**src/hdl/isort_pkg.sv**
```systemverilog
package isort_pkg;

   localparam logic [1:0] CMD_INSERT = 2'd0;
   localparam logic [1:0] CMD_READ   = 2'd1;
   localparam logic [1:0] CMD_CLEAR  = 2'd2;

   localparam logic [1:0] STATUS_OK    = 2'd0;
   localparam logic [1:0] STATUS_FULL  = 2'd1;
   localparam logic [1:0] STATUS_RANGE = 2'd2;

   localparam logic [1:0] RD_POS_M1 = 2'd0;
   localparam logic [1:0] RD_POS_M2 = 2'd1;
   localparam logic [1:0] RD_INDEX  = 2'd2;

   localparam logic WR_VALUE = 1'b0;
   localparam logic WR_SHIFT = 1'b1;

   typedef struct packed {
      logic [1:0]  command;
      logic [15:0] value;
      logic [7:0]  index;
   } isort_req_type;

   typedef struct packed {
      logic [15:0] read_value;
      logic [8:0]  stored_count;
      logic [1:0]  status;
   } isort_rsp_type;

   typedef struct packed {
      logic       load;
      logic       rd_en;
      logic [1:0] rd_sel;
      logic       wr_en;
      logic       wr_sel;
      logic       pos_dec;
      logic       cnt_inc;
      logic       cnt_clr;
      logic       rv_load;
      logic       st_we;
      logic [1:0] st_code;
   } isort_cmd_type;

   typedef struct packed {
      logic [1:0] command;
      logic       full;
      logic       cnt_zero;
      logic       pos_one;
      logic       greater;
      logic       idx_ok;
   } isort_stat_type;

endpackage

```
**src/hdl/isort_ctrl.sv**
```systemverilog
module isort_ctrl
   import isort_pkg::*;
(
   input  logic           clock,
   input  logic           reset,
   input  logic           start,
   output logic           busy,
   output logic           rsp_valid,
   input  isort_stat_type stat,
   output isort_cmd_type  cmd
);

   localparam logic [2:0] ST_IDLE   = 3'd0;
   localparam logic [2:0] ST_DECODE = 3'd1;
   localparam logic [2:0] ST_SCAN   = 3'd2;
   localparam logic [2:0] ST_PLACE  = 3'd3;
   localparam logic [2:0] ST_RWAIT  = 3'd4;
   localparam logic [2:0] ST_RESP   = 3'd5;

   logic [2:0] state_ff;
   logic [2:0] state_in;

   always_ff @(posedge clock) begin
      if (reset) begin
         state_ff <= ST_IDLE;
      end else begin
         state_ff <= state_in;
      end
   end

   always_comb begin
      state_in = state_ff;
      cmd      = '0;
      case (state_ff)
         ST_IDLE: begin
            if (start) begin
               cmd.load = 1'b1;
               state_in = ST_DECODE;
            end
         end
         ST_DECODE: begin
            case (stat.command)
               CMD_INSERT: begin
                  if (stat.full) begin
                     cmd.st_we   = 1'b1;
                     cmd.st_code = STATUS_FULL;
                     state_in    = ST_RESP;
                  end else if (stat.cnt_zero) begin
                     state_in = ST_PLACE;
                  end else begin
                     cmd.rd_en  = 1'b1;
                     cmd.rd_sel = RD_POS_M1;
                     state_in   = ST_SCAN;
                  end
               end
               CMD_READ: begin
                  if (stat.idx_ok) begin
                     cmd.rd_en  = 1'b1;
                     cmd.rd_sel = RD_INDEX;
                     state_in   = ST_RWAIT;
                  end else begin
                     cmd.st_we   = 1'b1;
                     cmd.st_code = STATUS_RANGE;
                     state_in    = ST_RESP;
                  end
               end
               CMD_CLEAR: begin
                  cmd.cnt_clr = 1'b1;
                  state_in    = ST_RESP;
               end
               default: begin
                  state_in = ST_RESP;
               end
            endcase
         end
         ST_SCAN: begin
            if (stat.greater) begin
               cmd.wr_en   = 1'b1;
               cmd.wr_sel  = WR_SHIFT;
               cmd.pos_dec = 1'b1;
               if (stat.pos_one) begin
                  state_in = ST_PLACE;
               end else begin
                  cmd.rd_en  = 1'b1;
                  cmd.rd_sel = RD_POS_M2;
               end
            end else begin
               cmd.wr_en   = 1'b1;
               cmd.wr_sel  = WR_VALUE;
               cmd.cnt_inc = 1'b1;
               state_in    = ST_RESP;
            end
         end
         ST_PLACE: begin
            cmd.wr_en   = 1'b1;
            cmd.wr_sel  = WR_VALUE;
            cmd.cnt_inc = 1'b1;
            state_in    = ST_RESP;
         end
         ST_RWAIT: begin
            cmd.rv_load = 1'b1;
            state_in    = ST_RESP;
         end
         ST_RESP: begin
            state_in = ST_IDLE;
         end
         default: begin
            state_in = ST_IDLE;
         end
      endcase
   end

   assign busy      = (state_ff != ST_IDLE);
   assign rsp_valid = (state_ff == ST_RESP);

endmodule

```
**config.mk**
```make
export PLATFORM = sky130hd
export DESIGN_NAME = isort_ctrl
export DESIGN_NICKNAME = d
export VERILOG_FILES = /design/src/hdl/isort_pkg.sv /design/src/hdl/isort_ctrl.sv
export SDC_FILE = /design/constraint.sdc
export NUM_CORES = 1
export LEC_CHECK = 0
export ABC_CLOCK_PERIOD_IN_PS = 3700
export BUFFER_PORTS_ARGS = -buffer_cell sky130_fd_sc_hd__buf_4
export CORE_AREA = 3 3 40 42
export DETAILED_ROUTE_END_ITERATION = 7
export DIE_AREA = 0 0 43 45
export PLACE_DENSITY_LB_ADDON = 0.3
export SYNTH_ARGS = -nofsm -noshare
export SYNTH_HDL_FRONTEND = slang
export SYNTH_SLANG_ARGS = --single-unit
```
**constraint.sdc**
```tcl
create_clock -name clock -period 3.7 [get_ports clock]
set_input_delay 0.185 -clock clock [delete_from_list [all_inputs] [get_ports clock]]
set_output_delay 0.185 -clock clock [all_outputs]
set_load 0.05 [all_outputs]
```
After elaboration in Yosys (flattened, before gate mapping)
Cells that the tools add are included.
Word-level totals
  register bits: 3
  output and inout port bits: 15
  word-level logic and storage cells: 45
Cells by class
  eq/ne operators: 9
  mux-type cells: 30
  reduce and logical (&&, ||, !) cells: 5
Operators by type and width (count)
  $mux W3: 12
  $pmux W3 S2: 4
  $pmux W3 S4: 1
  $mux W1: 11
  $eq A3 B2 Y1 const B: 2
  $eq A3 B3 Y1 const B: 2
  $pmux W2 S2: 1
  $eq A3 B1 Y1 const B: 1
  $logic_not A3 Y1: 1
  $ne A3 B3 Y1 const B: 1
  $reduce_bool A3 Y1: 1
  $eq A2 B1 Y1 const B: 1
  $eq A2 B2 Y1 const B: 1
  $logic_not A2 Y1: 1
  $ne A2 B2 Y1 const B: 1
  $pmux W1 S2: 1
  $reduce_and A2 Y1: 1
  $reduce_or A2 Y1: 1

Depth between registers and ports, before layout
Gate-level depths: netlist (run 1).
  depth in word-level cells: 4
  gate-level depth with buffers: 4
  gate-level depth less buffers: 4

Worst setup path before layout (run 1)
Ideal clock, no wire load.
  path type: reg-to-output
  start: reg state_ff[2]
  end: out cmd[11] (netlist bit)
  arrival time: 2.250 ns
  required time: 3.515 ns
  setup slack: 1.265 ns
  cell stages (with the launch flop): 4
  cells stage by stage: dfxtp_1 -> nand2b_1 -> nor3_1 -> o21bai_1
RTL lines
  start: declaration: line isort_ctrl.sv:20  | logic [2:0] state_ff;
  start signal: assignment: line isort_ctrl.sv:27  | state_ff <= state_in;
  end: declaration: line isort_ctrl.sv:10  | output isort_cmd_type cmd

==> insert_results.sql, run 1 <==
INSERT INTO impl_metrics (metric_group, metric, value, unit) VALUES
('run_status', 'outcome', 'finished, final reports clean', ''),
('routing', 'drt-vias-per-instance', '4.54', ''),
('clocking', 'cts_tree', 'done', ''),
('logic_synthesis', 'synth_seq_area_share', '20.8', '%'),
('clocking', 'cts_buffer_depth', '2', ''),
('final_layout', 'registers_with_the_highest_flip_flop_counts', 'state_ff (3)', ''),
('power', 'power.total', '0.180', 'mW'),
('floorplan', 'io_pins', '25', ''),
('timing', 'worst_slew_pin_slew', '0.334', 'ns'),
('placed_design', 'pre_cts_slack', '2.18', 'ns'),
('floorplan', 'initial_utilization', '22.5', '%'),
('clocking', 'post_cts_setup_repair_bufs', '0', ''),
('clocking', 'cts.clk_slew.worst_paths', '0.04', 'ns'),
('timing', 'rsz0062_at_grt', 'no', ''),
('floorplan', 'die_h', '45', 'um'),
('floorplan', 'core-area', '0.00128', 'mm2'),
('worst_setup_path', 'reg2reg_slack', '2.45', 'ns'),
('global_route', 'antenna_found_initial', '0', ''),
('final_layout', 'drive_gt1_share', '47.0', '%'),
('logic_synthesis', 'synth-seq-cells', '3', ''),
('floorplan', 'row_count', '13', ''),
('routing', 'drt-initial-drc-count', '8', ''),
('final_layout', 'finalNetCount', '77', ''),
('timing', 'timing.max_slew.rel_slack', '77.4', '%'),
('worst_setup_path', 'critPathLaunchType', 'flop', ''),
('power', 'power-per-cell-area', '356', 'mW/mm2'),
('routing', 'vias', '368', ''),
('power', 'leakagePower', '0.238', 'nW'),
('logic_synthesis', 'yosys_warnings', '0', ''),
('logic_synthesis', 'post_synth_inst_count', '39', ''),
('clocking', 'post_cts_hold_buffer_count', '0', ''),
('final_layout', 'area_growth_syn_to_layout', '75.3', '%'),
('placed_design', 'place_hpwl', '710', 'um'),
('job', 'maxCapViolCount', '0', ''),
('timing', 'fin_setup_tns', '0', 'ns'),
('power', 'max_rail_drop_vdd', '0.137', 'mV'),
('floorplan', 'chipWidth', '43', 'um'),
('placed_design', 'finalWeightedCongestion', '0.684', ''),
('clocking', 'htree_num_levels', '1', ''),
('timing', 'hold_viol', '0', ''),
('clocking', 'worst_skew_pair.late_latency', '0.23', 'ns'),
('timing', 'number_of_pins_with_negative_max_slew_slack_in_the_final_report', '0', ''),
('logic_synthesis', 'syn-cell-area', '289', 'um2'),
('global_route', 'grt_first_pass_wirelength', '1360', 'um'),
('clocking', 'cts_buffers', '3', ''),
('logic_synthesis', 'syn_nets', '49', ''),
('floorplan', 'floorplan.die_area', '0.00194', 'mm2'),
('worst_setup_path', 'nature_of_the_critical_path_endpoint', 'output pin', ''),
('placed_design', 'portBuffers', '24', ''),
('clocking', 'clock_net_sink_count', '3', ''),
('timing', 'shortest_period_the_worst_path_allows', '1.77', 'ns'),
('clocking', 'post_cts_resize_count', '0', ''),
('timing', 'post-route-worst-setup-slack', '1.93', 'ns'),
('worst_setup_path', 'critPathRequiredTime', '3.51', 'ns'),
('worst_setup_path', 'worst-path-max-fanout', '8', ''),
('timing', 'fin_crit_sh', '47.8', '%'),
('routing', 'drc', '0', ''),
('timing', 'max_freq', '565', 'MHz'),
('logic_synthesis', 'synth.distinct_cells', '24', ''),
('global_route', 'gr-total-overflow', '0', ''),
('global_route', 'via_count_of_the_first_global_routing_pass', '337', ''),
('clocking', 'root_buffer', 'sky130_fd_sc_hd__clkbuf_4', ''),
('timing', 'setup_violators_final', '0', ''),
('logic_synthesis', 'synthesis.area_per_instance', '7.41', 'um2'),
('routing', 'drt-wirelength-per-cell', '11.0', 'um'),
('timing', 'finalHoldWorstSlack', '0.131', 'ns'),
('worst_setup_path', 'signal_arrival_time_at_the_worst_endpoint', '1.58', 'ns'),
('routing', 'drt-pass1-iter-count', '4', ''),
('final_layout', 'largest_register_ff_count', '3', ''),
('final_layout', 'antennaDiodeCount', '0', ''),
('global_route', 'pin_count_of_the_biggest_net_entering_global_routing', '9', ''),
('final_layout', 'max_flop_register', 'state_ff', ''),
('worst_hold_path', 'min-delay-path-class', 'in2reg', ''),
('timing', 'fin_skew', '0.0000139', 'ns'),
('global_route', 'groute.usage.overall', '9.40', '%'),
('routing', 'totalWireLength', '888', 'um'),
('worst_setup_path', 'critical_path_class', 'reg2out', ''),
('routing', 'postRouteAntennaNets', '0', '');
==> cell families after synthesis <==
logic type / count (synthesis) / share of synthesized area (%)
simple gates: 23 / 47.6
flops: 3 / 20.8
compound gates: 10 / 26.4
buf+inv: 3 / 5.20
==> layout by cell type, fill, tap and decap left out <==
| master | instances |
|---|---|
| sky130_fd_sc_hd__buf_4 | 24 |
| sky130_fd_sc_hd__nor2_1 | 7 |
| sky130_fd_sc_hd__nand2_1 | 3 |
| sky130_fd_sc_hd__clkbuf_4 | 3 |
| sky130_fd_sc_hd__dfxtp_1 | 3 |
| sky130_fd_sc_hd__nand2b_1 | 2 |
| sky130_fd_sc_hd__nor3b_1 | 2 |
| sky130_fd_sc_hd__nor3_1 | 2 |
| sky130_fd_sc_hd__inv_1 | 2 |
| sky130_fd_sc_hd__a21oi_1 | 2 |
| sky130_fd_sc_hd__nand2b_2 | 1 |
| sky130_fd_sc_hd__or3_4 | 1 |
| sky130_fd_sc_hd__nor3b_2 | 1 |
| sky130_fd_sc_hd__o31a_1 | 1 |
| sky130_fd_sc_hd__o21bai_1 | 1 |
| sky130_fd_sc_hd__and2b_1 | 1 |
| sky130_fd_sc_hd__nor4b_1 | 1 |
| sky130_fd_sc_hd__o21ai_0 | 1 |
| sky130_fd_sc_hd__and3_1 | 1 |
| sky130_fd_sc_hd__o311ai_0 | 1 |
| sky130_fd_sc_hd__a22oi_1 | 1 |
| sky130_fd_sc_hd__o22ai_1 | 1 |
| sky130_fd_sc_hd__o311a_1 | 1 |
| sky130_fd_sc_hd__or4_1 | 1 |
| sky130_fd_sc_hd__a211oi_2 | 1 |
| sky130_fd_sc_hd__clkbuf_1 | 1 |
==> cell type report <==
class                      count  area (um2)
multi-input combinational     33         214
sequential                     3        60.1
clock buffer                   4        26.3
timing repair buffer          24         180
tap                           15        18.8
fill                         146         778
inverter                       2        7.51
==> power breakdown <==
group          total [mW]  leakage, nW  internal (mW)  switching (mW)
Combinational      0.0815        0.198         0.0295          0.0520
Clock              0.0569       0.0150         0.0404          0.0165
Sequential         0.0418       0.0247         0.0357         0.00616
Total               0.180        0.238          0.106          0.0747
==> per-layer routing <==
| layer | up-vias | routed length [um] | part of all wire (%) | GRT usage, % |
|---|---|---|---|---|
| met5 | - | 0 | 0 | 0 |
| met4 | 0 | 17 | 1.9 | 7.23 |
| met3 | 2 | 61 | 6.9 | 1.59 |
| met2 | 12 | 400 | 45 | 15.6 |
| met1 | 154 | 408 | 46 | 10.8 |
| li1 | 200 | - | - | - |
==> cells in the mapped netlist <==
cell                       instances  area, um2
sky130_fd_sc_hd__nor4b_1           1       8.76
sky130_fd_sc_hd__nor2_1            7       26.3
sky130_fd_sc_hd__a22oi_1           1       7.51
sky130_fd_sc_hd__buf_4             1       7.51
sky130_fd_sc_hd__o21ai_0           1       5.00
sky130_fd_sc_hd__nand2b_1          2       12.5
sky130_fd_sc_hd__nand2_1           3       11.3
sky130_fd_sc_hd__o21bai_1          1       7.51
sky130_fd_sc_hd__o311a_1           1       10.0
sky130_fd_sc_hd__dfxtp_1           3       60.1
sky130_fd_sc_hd__nor3_1            2       10.0
sky130_fd_sc_hd__or4_1             1       7.51
sky130_fd_sc_hd__nor3b_2           1       12.5
sky130_fd_sc_hd__o31a_1            1       8.76
sky130_fd_sc_hd__and3_1            1       6.26
sky130_fd_sc_hd__o22ai_1           1       6.26
sky130_fd_sc_hd__o311ai_0          1       8.76
sky130_fd_sc_hd__and2b_1           1       7.51
sky130_fd_sc_hd__inv_1             2       7.51
sky130_fd_sc_hd__nor3b_1           2       15.0
sky130_fd_sc_hd__a211oi_2          1       12.5
sky130_fd_sc_hd__nand2b_2          1       8.76
sky130_fd_sc_hd__or3_4             1       11.3
sky130_fd_sc_hd__a21oi_1           2       10.0
==> worst max-delay path, stage by stage (launching register included) <==
cell and delay, ns:
sky130_fd_sc_hd__dfxtp_1 0.44, sky130_fd_sc_hd__nand2b_2 0.12, sky130_fd_sc_hd__or3_4 0.37, sky130_fd_sc_hd__nor3b_1 0.19, sky130_fd_sc_hd__buf_4 0.23
==> final timing paths <==
path	endpoint	from	depth (start not counted)
setup reg to reg	state_ff[1]	state_ff[0]	3
hold / removal	state_ff[1]	reset	2
setup / recovery	cmd[1]	state_ff[0]	4
hold reg to reg	state_ff[1]	state_ff[1]	2
==> stage by stage <==
stage	util, %	cells	area (um2)
2_1_floorplan	-	39	289
6_report	39.4	81	507
3_5_place_dp	37.4	77	480
4_1_cts	39.4	81	507
3_3_place_gp	37.4	77	480
5_1_grt	39.4	81	507
No activity file was read; power rests on OpenSTA's default activity.
==> run 2, diff against run 1 <==
--- a/config.mk
+++ b/config.mk
@@ -5,7 +5,7 @@
 export SDC_FILE = /design/constraint.sdc
 export NUM_CORES = 1
 export LEC_CHECK = 0
-export ABC_CLOCK_PERIOD_IN_PS = 3700
+export ABC_CLOCK_PERIOD_IN_PS = 1400
 export BUFFER_PORTS_ARGS = -buffer_cell sky130_fd_sc_hd__buf_4
 export CORE_AREA = 3 3 40 42
 export DETAILED_ROUTE_END_ITERATION = 7
==> constraint.sdc (replaced) <==
create_clock -name clock -period 1.4 [get_ports clock]
set_input_delay 0.07 -clock clock [delete_from_list [all_inputs] [get_ports clock]]
set_output_delay 0.07 -clock clock [all_outputs]
set_load 0.05 [all_outputs]
==> run 2 against run 1 <==
  * The run now ends with negative setup slack left
  * Non-clock buffer count up 6
  * Critical endpoint is now cmd[2]
  * Register-to-register slack worse by 2.5 ns
  * Via count up 7.6%
  * Wire length up 15%
  * Setup slack worse by 2.0 ns
  * Critical path depth up 1
  * Clock power rose to 2.6 times the previous value
  * Clock-buffer cell count unchanged
  * Largest cell class unchanged
  * Critical path type unchanged
  * Die area unchanged
  * Sequential share of layout area down 2.5 points
  * Final cell count up 7.4%
==> insert_results.sql, run 2 (synthesized netlist as in run 1, its figures left out) <==
INSERT INTO impl_metrics (metric_group, metric, value, unit) VALUES
('run_status', 'outcome', 'complete, but fails checks', ''),
('run_status', 'violated_checks', 'negative setup slack', ''),
('timing', 'max_freq', '661', 'MHz'),
('routing', 'postRouteAntennaNets', '0', ''),
('timing', 'worst_slew_pin_slew', '0.353', 'ns'),
('placed_design', 'portBuffers', '24', ''),
('timing', 'hold_viol', '0', ''),
('final_layout', 'filler_cell_count', '130', ''),
('final_layout', 'final_util', '51.9', '%'),
('clocking', 'cts.clk_slew.worst_paths', '0.04', 'ns'),
('routing', 'drt-wirelength-per-cell', '11.7', 'um'),
('final_layout', 'most-common-layout-cells', 'sky130_fd_sc_hd__buf_4, sky130_fd_sc_hd__buf_6, sky130_fd_sc_hd__nor2_1', ''),
('power', 'max_rail_drop_vdd', '0.476', 'mV'),
('routing', 'vias', '396', ''),
('global_route', 'grt_first_pass_wirelength', '1590', 'um'),
('power', 'switching_share', '41.2', '%'),
('clocking', 'cts_buffers', '3', ''),
('timing', 'rsz0062_at_grt', 'yes', ''),
('routing', 'drt-initial-drc-count', '1', ''),
('worst_setup_path', 'reg2reg_slack', '-0.02', 'ns'),
('worst_setup_path', 'critical_path_class', 'reg2out', ''),
('power', 'leakagePower', '0.311', 'nW'),
('worst_setup_path', 'rr_startpoint', 'state_ff[1]', ''),
('clocking', 'root_buffer', 'sky130_fd_sc_hd__clkbuf_4', ''),
('floorplan', 'io_pins', '25', ''),
('worst_setup_path', 'critPathLaunchType', 'flop', ''),
('floorplan', 'die_h', '45', 'um'),
('power', 'power-per-cell-area', '820', 'mW/mm2'),
('placed_design', 'place_hpwl', '805', 'um'),
('routing', 'drc', '0', ''),
('worst_setup_path', 'signal_arrival_time_at_the_worst_endpoint', '1.44', 'ns'),
('timing', 'fin_skew', '0.00246', 'ns'),
('timing', 'fin_crit_sh', '108', '%'),
('timing', 'number_of_pins_with_negative_max_slew_slack_in_the_final_report', '0', ''),
('clocking', 'cts_tree', 'done', ''),
('global_route', 'grt.met2_usage', '19.8', '%'),
('power', 'sequentialPowerShare', '18.6', '%'),
('floorplan', 'floorplan.die_area', '0.00194', 'mm2'),
('power', 'p_clk_share', '27.5', '%'),
('worst_setup_path', 'nature_of_the_critical_path_endpoint', 'output pin', ''),
('power', 'power.total', '0.547', 'mW'),
('final_layout', 'antennaDiodeCount', '0', ''),
('final_layout', 'drive_gt1_share', '66.7', '%'),
('timing', 'timing.max_slew.rel_slack', '76.2', '%'),
('power', 'netSwitchingPower', '0.225', 'mW'),
('global_route', 'globalRoute.busiestLayer', 'met2', ''),
('global_route', 'gr-total-overflow', '0', ''),
('clocking', 'htree_num_levels', '1', ''),
('clocking', 'worst_skew_pair.late_latency', '0.23', 'ns'),
('worst_setup_path', 'worstSetupEndpoint', 'cmd[2]', ''),
('worst_setup_path', 'r2r-end', 'state_ff[1]', ''),
('power', 'power_frac_comb', '54.0', '%'),
('global_route', 'antenna_found_initial', '0', ''),
('timing', 'shortest_period_the_worst_path_allows', '1.51', 'ns'),
('timing', 'post-route-worst-setup-slack', '-0.114', 'ns'),
('global_route', 'use_met3', '3.19', '%'),
('final_layout', 'max_flop_register', 'state_ff', ''),
('final_layout', 'layout.cells.most_common', 'sky130_fd_sc_hd__buf_4', ''),
('routing', 'totalWireLength', '1020', 'um'),
('final_layout', 'largest_register_ff_count', '3', ''),
('clocking', 'cts_buffer_depth', '2', ''),
('routing', 'drt-vias-per-instance', '4.55', ''),
('worst_setup_path', 'crit_path_start', 'state_ff[1]', ''),
('global_route', 'groute.usage.overall', '10.9', '%'),
('clocking', 'clock_net_sink_count', '3', ''),
('worst_setup_path', 'worst-path-max-fanout', '5', ''),
('clocking', 'post_cts_hold_buffer_count', '0', ''),
('floorplan', 'chipWidth', '43', 'um'),
('routing', 'drt-pass1-iter-count', '2', ''),
('global_route', 'pin_count_of_the_biggest_net_entering_global_routing', '9', ''),
('worst_setup_path', 'critPathRequiredTime', '1.33', 'ns'),
('timing', 'setup_violators_final', '7', ''),
('final_layout', 'registers_with_the_highest_flip_flop_counts', 'state_ff (3)', ''),
('floorplan', 'core-area', '0.00128', 'mm2'),
('power', 'cell_internal_pwr', '0.322', 'mW'),
('floorplan', 'row_count', '13', ''),
('placed_design', 'finalWeightedCongestion', '0.762', ''),
('global_route', 'grt.met1_usage', '11.6', '%'),
('job', 'maxCapViolCount', '0', ''),
('global_route', 'via_count_of_the_first_global_routing_pass', '399', ''),
('worst_setup_path', 'worstRegToRegCells', '5', ''),
('floorplan', 'initial_utilization', '22.5', '%'),
('worst_hold_path', 'min-delay-path-class', 'in2reg', ''),
('final_layout', 'area_growth_syn_to_layout', '131', '%'),
('final_layout', 'finalNetCount', '83', ''),
('timing', 'finalHoldWorstSlack', '0.0136', 'ns');
## run 2: area by class of cell
class / count / area [um2] / share of cell area [%]
multi-input combinational: 33 / 297 / 44.5
clock buffer: 4 / 26.3 / 3.94
sequential: 3 / 62.6 / 9.38
tap: 15 / 18.8 / 2.81
inverter: 2 / 7.51 / 1.13
timing repair buffer: 30 / 255 / 38.3
## run 2: worst min path at each step
stage,startpoint,cells after the start,end,slack (ns)
after global routing,reset,2,state_ff[1],0.005
after global placement,reset,2,state_ff[1],0.25
after detailed placement,reset,2,state_ff[1],0.25
after floorplan,reset,1,state_ff[1],0.13
final,reset,2,state_ff[1],0.01
after CTS,reset,2,state_ff[1],0.002
## run 2: critical path: stages, from the launching register on
cell                       delay, ns
sky130_fd_sc_hd__dfxtp_2        0.31
sky130_fd_sc_hd__nand2b_4       0.13
sky130_fd_sc_hd__or3_4          0.39
sky130_fd_sc_hd__buf_6          0.14
sky130_fd_sc_hd__nor2_4         0.09
sky130_fd_sc_hd__buf_6          0.16
## run 2: metal layers
metal	up-vias	part of all wire [%]	wire (um)
li1	210	-	-
met1	175	42	429
met2	11	53	543
met3	0	4.6	47
met4	0	0	0
met5	-	0	0
## run 2: power by group through the flow
stage | clock network, mW | registers [mW] | logic (mW)
6_report | 0.150 | 0.102 | 0.295
5_1_grt | 0.167 | 0.103 | 0.314
4_1_cts | 0.160 | 0.102 | 0.281
3_5_place_dp | 0 | 0.103 | 0.259
3_3_place_gp | 0 | 0.103 | 0.258
2_1_floorplan | 0 | 0.111 | 0.159
## run 2: repair_timing
item,4_1_cts,5_1_grt
buffers inserted,2,1
setup endpoints to repair,6,7
gates resized for setup,9,5
pin swaps,4,2
## run 2: through the flow
| step | worst slack, ns | area [um2] | std cells | setup TNS [ns] |
|---|---|---|---|---|
| after floorplan | -0.243 | 348 | 39 | -0.870 |
| after global placement | 0.0623 | 562 | 80 | 0 |
| after detailed placement | 0.0478 | 562 | 80 | 0 |
| after CTS | -0.140 | 637 | 86 | -0.512 |
| after global routing | -0.161 | 667 | 87 | -0.821 |
| final | -0.114 | 667 | 87 | -0.459 |
==> run 3, diff against run 2 <==
--- a/config.mk
+++ b/config.mk
@@ -5,7 +5,8 @@
 export SDC_FILE = /design/constraint.sdc
 export NUM_CORES = 1
 export LEC_CHECK = 0
-export ABC_CLOCK_PERIOD_IN_PS = 1400
+export ABC_AREA = 1
+export ABC_CLOCK_PERIOD_IN_PS = 1500
 export BUFFER_PORTS_ARGS = -buffer_cell sky130_fd_sc_hd__buf_4
 export CORE_AREA = 3 3 40 42
 export DETAILED_ROUTE_END_ITERATION = 7
==> constraint.sdc (replaced) <==
create_clock -name clock -period 1.5 [get_ports clock]
set_input_delay 0.075 -clock clock [delete_from_list [all_inputs] [get_ports clock]]
set_output_delay 0.075 -clock clock [all_outputs]
set_load 0.05 [all_outputs]
==> run 3 against run 2 <==
  * The flow now finishes without violations
  * Wire length fell by 19%
  * Non-clock buffer count fell by 6
  * Final cell count rose by 8.0%
  * Synthesized cell count rose by 33%
  * Sequential power barely moved
  * Combinational power fell by 34%
  * Utilization fell by 11 points
  * Via count fell by 2.0%
  * Die area did not move
  * Design area fell by 22%
  * Critical endpoint is now cmd[4]
  * Largest cell class unchanged
==> insert_results.sql, run 3 <==
INSERT INTO impl_metrics (metric_group, metric, value, unit) VALUES
('run_status', 'outcome', 'finished, final reports clean', ''),
('final_layout', 'layout.cells.most_common', 'sky130_fd_sc_hd__buf_4', ''),
('worst_setup_path', 'signal_arrival_time_at_the_worst_endpoint', '1.30', 'ns'),
('power', 'leakagePower', '0.304', 'nW'),
('final_layout', 'finalInstanceArea', '520', 'um2'),
('floorplan', 'die_h', '45', 'um'),
('routing', 'drt-pass1-iter-count', '4', ''),
('job', 'maxCapViolCount', '0', ''),
('power', 'power.total', '0.437', 'mW'),
('clocking', 'clock_net_sink_count', '3', ''),
('final_layout', 'most-common-layout-cells', 'sky130_fd_sc_hd__buf_4, sky130_fd_sc_hd__inv_1, sky130_fd_sc_hd__nand2_1', ''),
('clocking', 'post_cts_setup_repair_bufs', '0', ''),
('timing', 'shortest_period_the_worst_path_allows', '1.37', 'ns'),
('global_route', 'gr-total-overflow', '0', ''),
('timing', 'number_of_pins_with_negative_max_slew_slack_in_the_final_report', '0', ''),
('logic_synthesis', 'top_post_synthesis_cells_by_area', 'sky130_fd_sc_hd__dfxtp_1, sky130_fd_sc_hd__inv_1, sky130_fd_sc_hd__nand2_1', ''),
('logic_synthesis', 'synth-edff-count', '0', ''),
('logic_synthesis', 'async_flop_share', '0', '%'),
('logic_synthesis', 'synth_top_cell_area_share', '20.3', '%'),
('logic_synthesis', 'synth_seq_area_share', '20.3', '%'),
('logic_synthesis', 'synth-seq-cells', '3', ''),
('global_route', 'pin_count_of_the_biggest_net_entering_global_routing', '6', ''),
('timing', 'timing.max_slew.rel_slack', '81.4', '%'),
('floorplan', 'initial_utilization', '23.0', '%'),
('floorplan', 'io_pins', '25', ''),
('floorplan', 'chipWidth', '43', 'um'),
('timing', 'fin_skew', '0.00189', 'ns'),
('final_layout', 'antennaDiodeCount', '0', ''),
('logic_synthesis', 'ys_top_cells_by_count', 'sky130_fd_sc_hd__inv_1, sky130_fd_sc_hd__nand2_1, sky130_fd_sc_hd__nor2_1', ''),
('timing', 'rsz0062_at_grt', 'no', ''),
('placed_design', 'place_hpwl', '709', 'um'),
('worst_hold_path', 'min-delay-path-class', 'in2reg', ''),
('worst_setup_path', 'nature_of_the_critical_path_endpoint', 'output pin', ''),
('clocking', 'worst_skew_pair.late_latency', '0.23', 'ns'),
('global_route', 'via_count_of_the_first_global_routing_pass', '363', ''),
('routing', 'postRouteAntennaNets', '0', ''),
('global_route', 'antenna_found_initial', '0', ''),
('worst_setup_path', 'critical_path_class', 'reg2out', ''),
('clocking', 'post_cts_hold_buffer_count', '0', ''),
('routing', 'drt-wirelength-per-cell', '8.80', 'um'),
('floorplan', 'floorplan.die_area', '0.00194', 'mm2'),
('logic_synthesis', 'syn_nets', '62', ''),
('global_route', 'groute.usage.overall', '9.47', '%'),
('timing', 'hold_viol', '0', ''),
('logic_synthesis', 'synth.distinct_cells', '18', ''),
('timing', 'fin_crit_sh', '91.5', '%'),
('timing', 'worst_slew_pin_slew', '0.277', 'ns'),
('final_layout', 'registers_with_the_highest_flip_flop_counts', 'state_ff (3)', ''),
('logic_synthesis', 'post_synth_inst_count', '52', ''),
('worst_setup_path', 'critPathRequiredTime', '1.42', 'ns'),
('clocking', 'cts_tree', 'done', ''),
('placed_design', 'post_dp_cell_area', '494', 'um2'),
('power', 'power-per-cell-area', '840', 'mW/mm2'),
('routing', 'vias', '388', ''),
('logic_synthesis', 'synthesis.area_per_instance', '5.68', 'um2'),
('floorplan', 'row_count', '13', ''),
('logic_synthesis', 'yosys_warnings', '0', ''),
('logic_synthesis', 'synth.largest_area_cell', 'sky130_fd_sc_hd__dfxtp_1', ''),
('routing', 'totalWireLength', '827', 'um'),
('final_layout', 'area_growth_syn_to_layout', '76.3', '%'),
('floorplan', 'core-area', '0.00128', 'mm2'),
('clocking', 'htree_num_levels', '1', ''),
('worst_setup_path', 'critPathLaunchType', 'flop', ''),
('global_route', 'grt_first_pass_wirelength', '1400', 'um'),
('routing', 'drt-vias-per-instance', '4.13', ''),
('clocking', 'cts.clk_slew.worst_paths', '0.04', 'ns'),
('clocking', 'root_buffer', 'sky130_fd_sc_hd__clkbuf_4', ''),
('final_layout', 'max_flop_register', 'state_ff', ''),
('final_layout', 'finalNetCount', '90', ''),
('routing', 'drt-initial-drc-count', '5', ''),
('final_layout', 'largest_register_ff_count', '3', ''),
('final_layout', 'drive_gt1_share', '46.8', '%'),
('placed_design', 'portBuffers', '24', ''),
('clocking', 'post_cts_resize_count', '0', ''),
('worst_setup_path', 'reg2reg_slack', '0.54', 'ns'),
('timing', 'max_freq', '728', 'MHz'),
('timing', 'setup_violators_final', '0', ''),
('logic_synthesis', 'syn-cell-area', '295', 'um2'),
('clocking', 'cts_buffers', '3', ''),
('routing', 'drc', '0', ''),
('clocking', 'cts_buffer_depth', '2', ''),
('placed_design', 'finalWeightedCongestion', '0.735', ''),
('worst_setup_path', 'worst-path-max-fanout', '5', ''),
('logic_synthesis', 'synth_ff_type', 'sky130_fd_sc_hd__dfxtp_1', ''),
('power', 'max_rail_drop_vdd', '0.352', 'mV');
-- run 3: cell types whose count changed in the layout (fill, tap and decap cells not counted), moves of 3 or more --
cell | before | now
sky130_fd_sc_hd__buf_6 | 8 | 0
sky130_fd_sc_hd__nand2_1 | 3 | 10
sky130_fd_sc_hd__nand3_1 | 0 | 3
sky130_fd_sc_hd__inv_1 | 2 | 10
sky130_fd_sc_hd__nor2_1 | 4 | 8
-- run 3: cells by family after synthesis --
| group | synth area share [%] |
|---|---|
| and+or+nand+nor | 50.0 |
| AOI/OAI and AO/OA | 11.9 |
| DFF | 20.3 |
| buffers and inverters | 17.8 |
-- run 3: critical path, cell delays in order, from the launching register on --
cell,delay (ns)
sky130_fd_sc_hd__dfxtp_1,0.39
sky130_fd_sc_hd__nand2_2,0.09
sky130_fd_sc_hd__nor2_2,0.17
sky130_fd_sc_hd__inv_2,0.09
sky130_fd_sc_hd__nor3_2,0.10
sky130_fd_sc_hd__buf_4,0.21
-- run 3: routing by layer --
metal | global-route usage [%] | wire [um] | vias up
met5 | 0 | 0 | -
met4 | 5.42 | 14 | 0
met3 | 2.39 | 67 | 2
met2 | 15.9 | 407 | 13
met1 | 11.0 | 338 | 162
li1 | - | - | 211
-- run 3: report_power, final --
part | leakage (nW) | switching, mW | total [mW] | internal (mW)
Combinational | 0.265 | 0.133 | 0.196 | 0.0628
Clock | 0.0150 | 0.0423 | 0.142 | 0.0997
Sequential | 0.0247 | 0.0111 | 0.0988 | 0.0877
-- run 3: stage by stage --
| step | setup TNS (ns) | util [%] | cells | hold slack, ns | worst slack, ns |
|---|---|---|---|---|---|
| 2_1_floorplan | -0.00526 | - | 52 | 0.144 | -0.00526 |
| 6_report | 0 | 40.5 | 94 | 0.0162 | 0.127 |
| 4_1_cts | 0 | 40.5 | 94 | 0.0129 | 0.126 |
| 3_5_place_dp | 0 | 38.5 | 90 | 0.256 | 0.377 |
| 5_1_grt | 0 | 40.5 | 94 | 0.0167 | 0.0168 |
| 3_3_place_gp | 0 | 38.5 | 90 | 0.256 | 0.396 |
-- run 3: layout make-up --
type,instances,area (um2)
fillers,152,764
multi-input cells,36,190
repair buffers,24,180
flip-flops and latches,3,60.1
inverters,12,45.0
clock buffers,4,26.3
well taps,15,18.8
-- run 3: worst paths after layout --
kind | from | to | depth (start not counted)
max | state_ff[0] | cmd[4] | 5
min | reset | state_ff[1] | 2
max reg2reg | state_ff[0] | state_ff[2] | 4
min reg2reg | state_ff[2] | state_ff[2] | 2
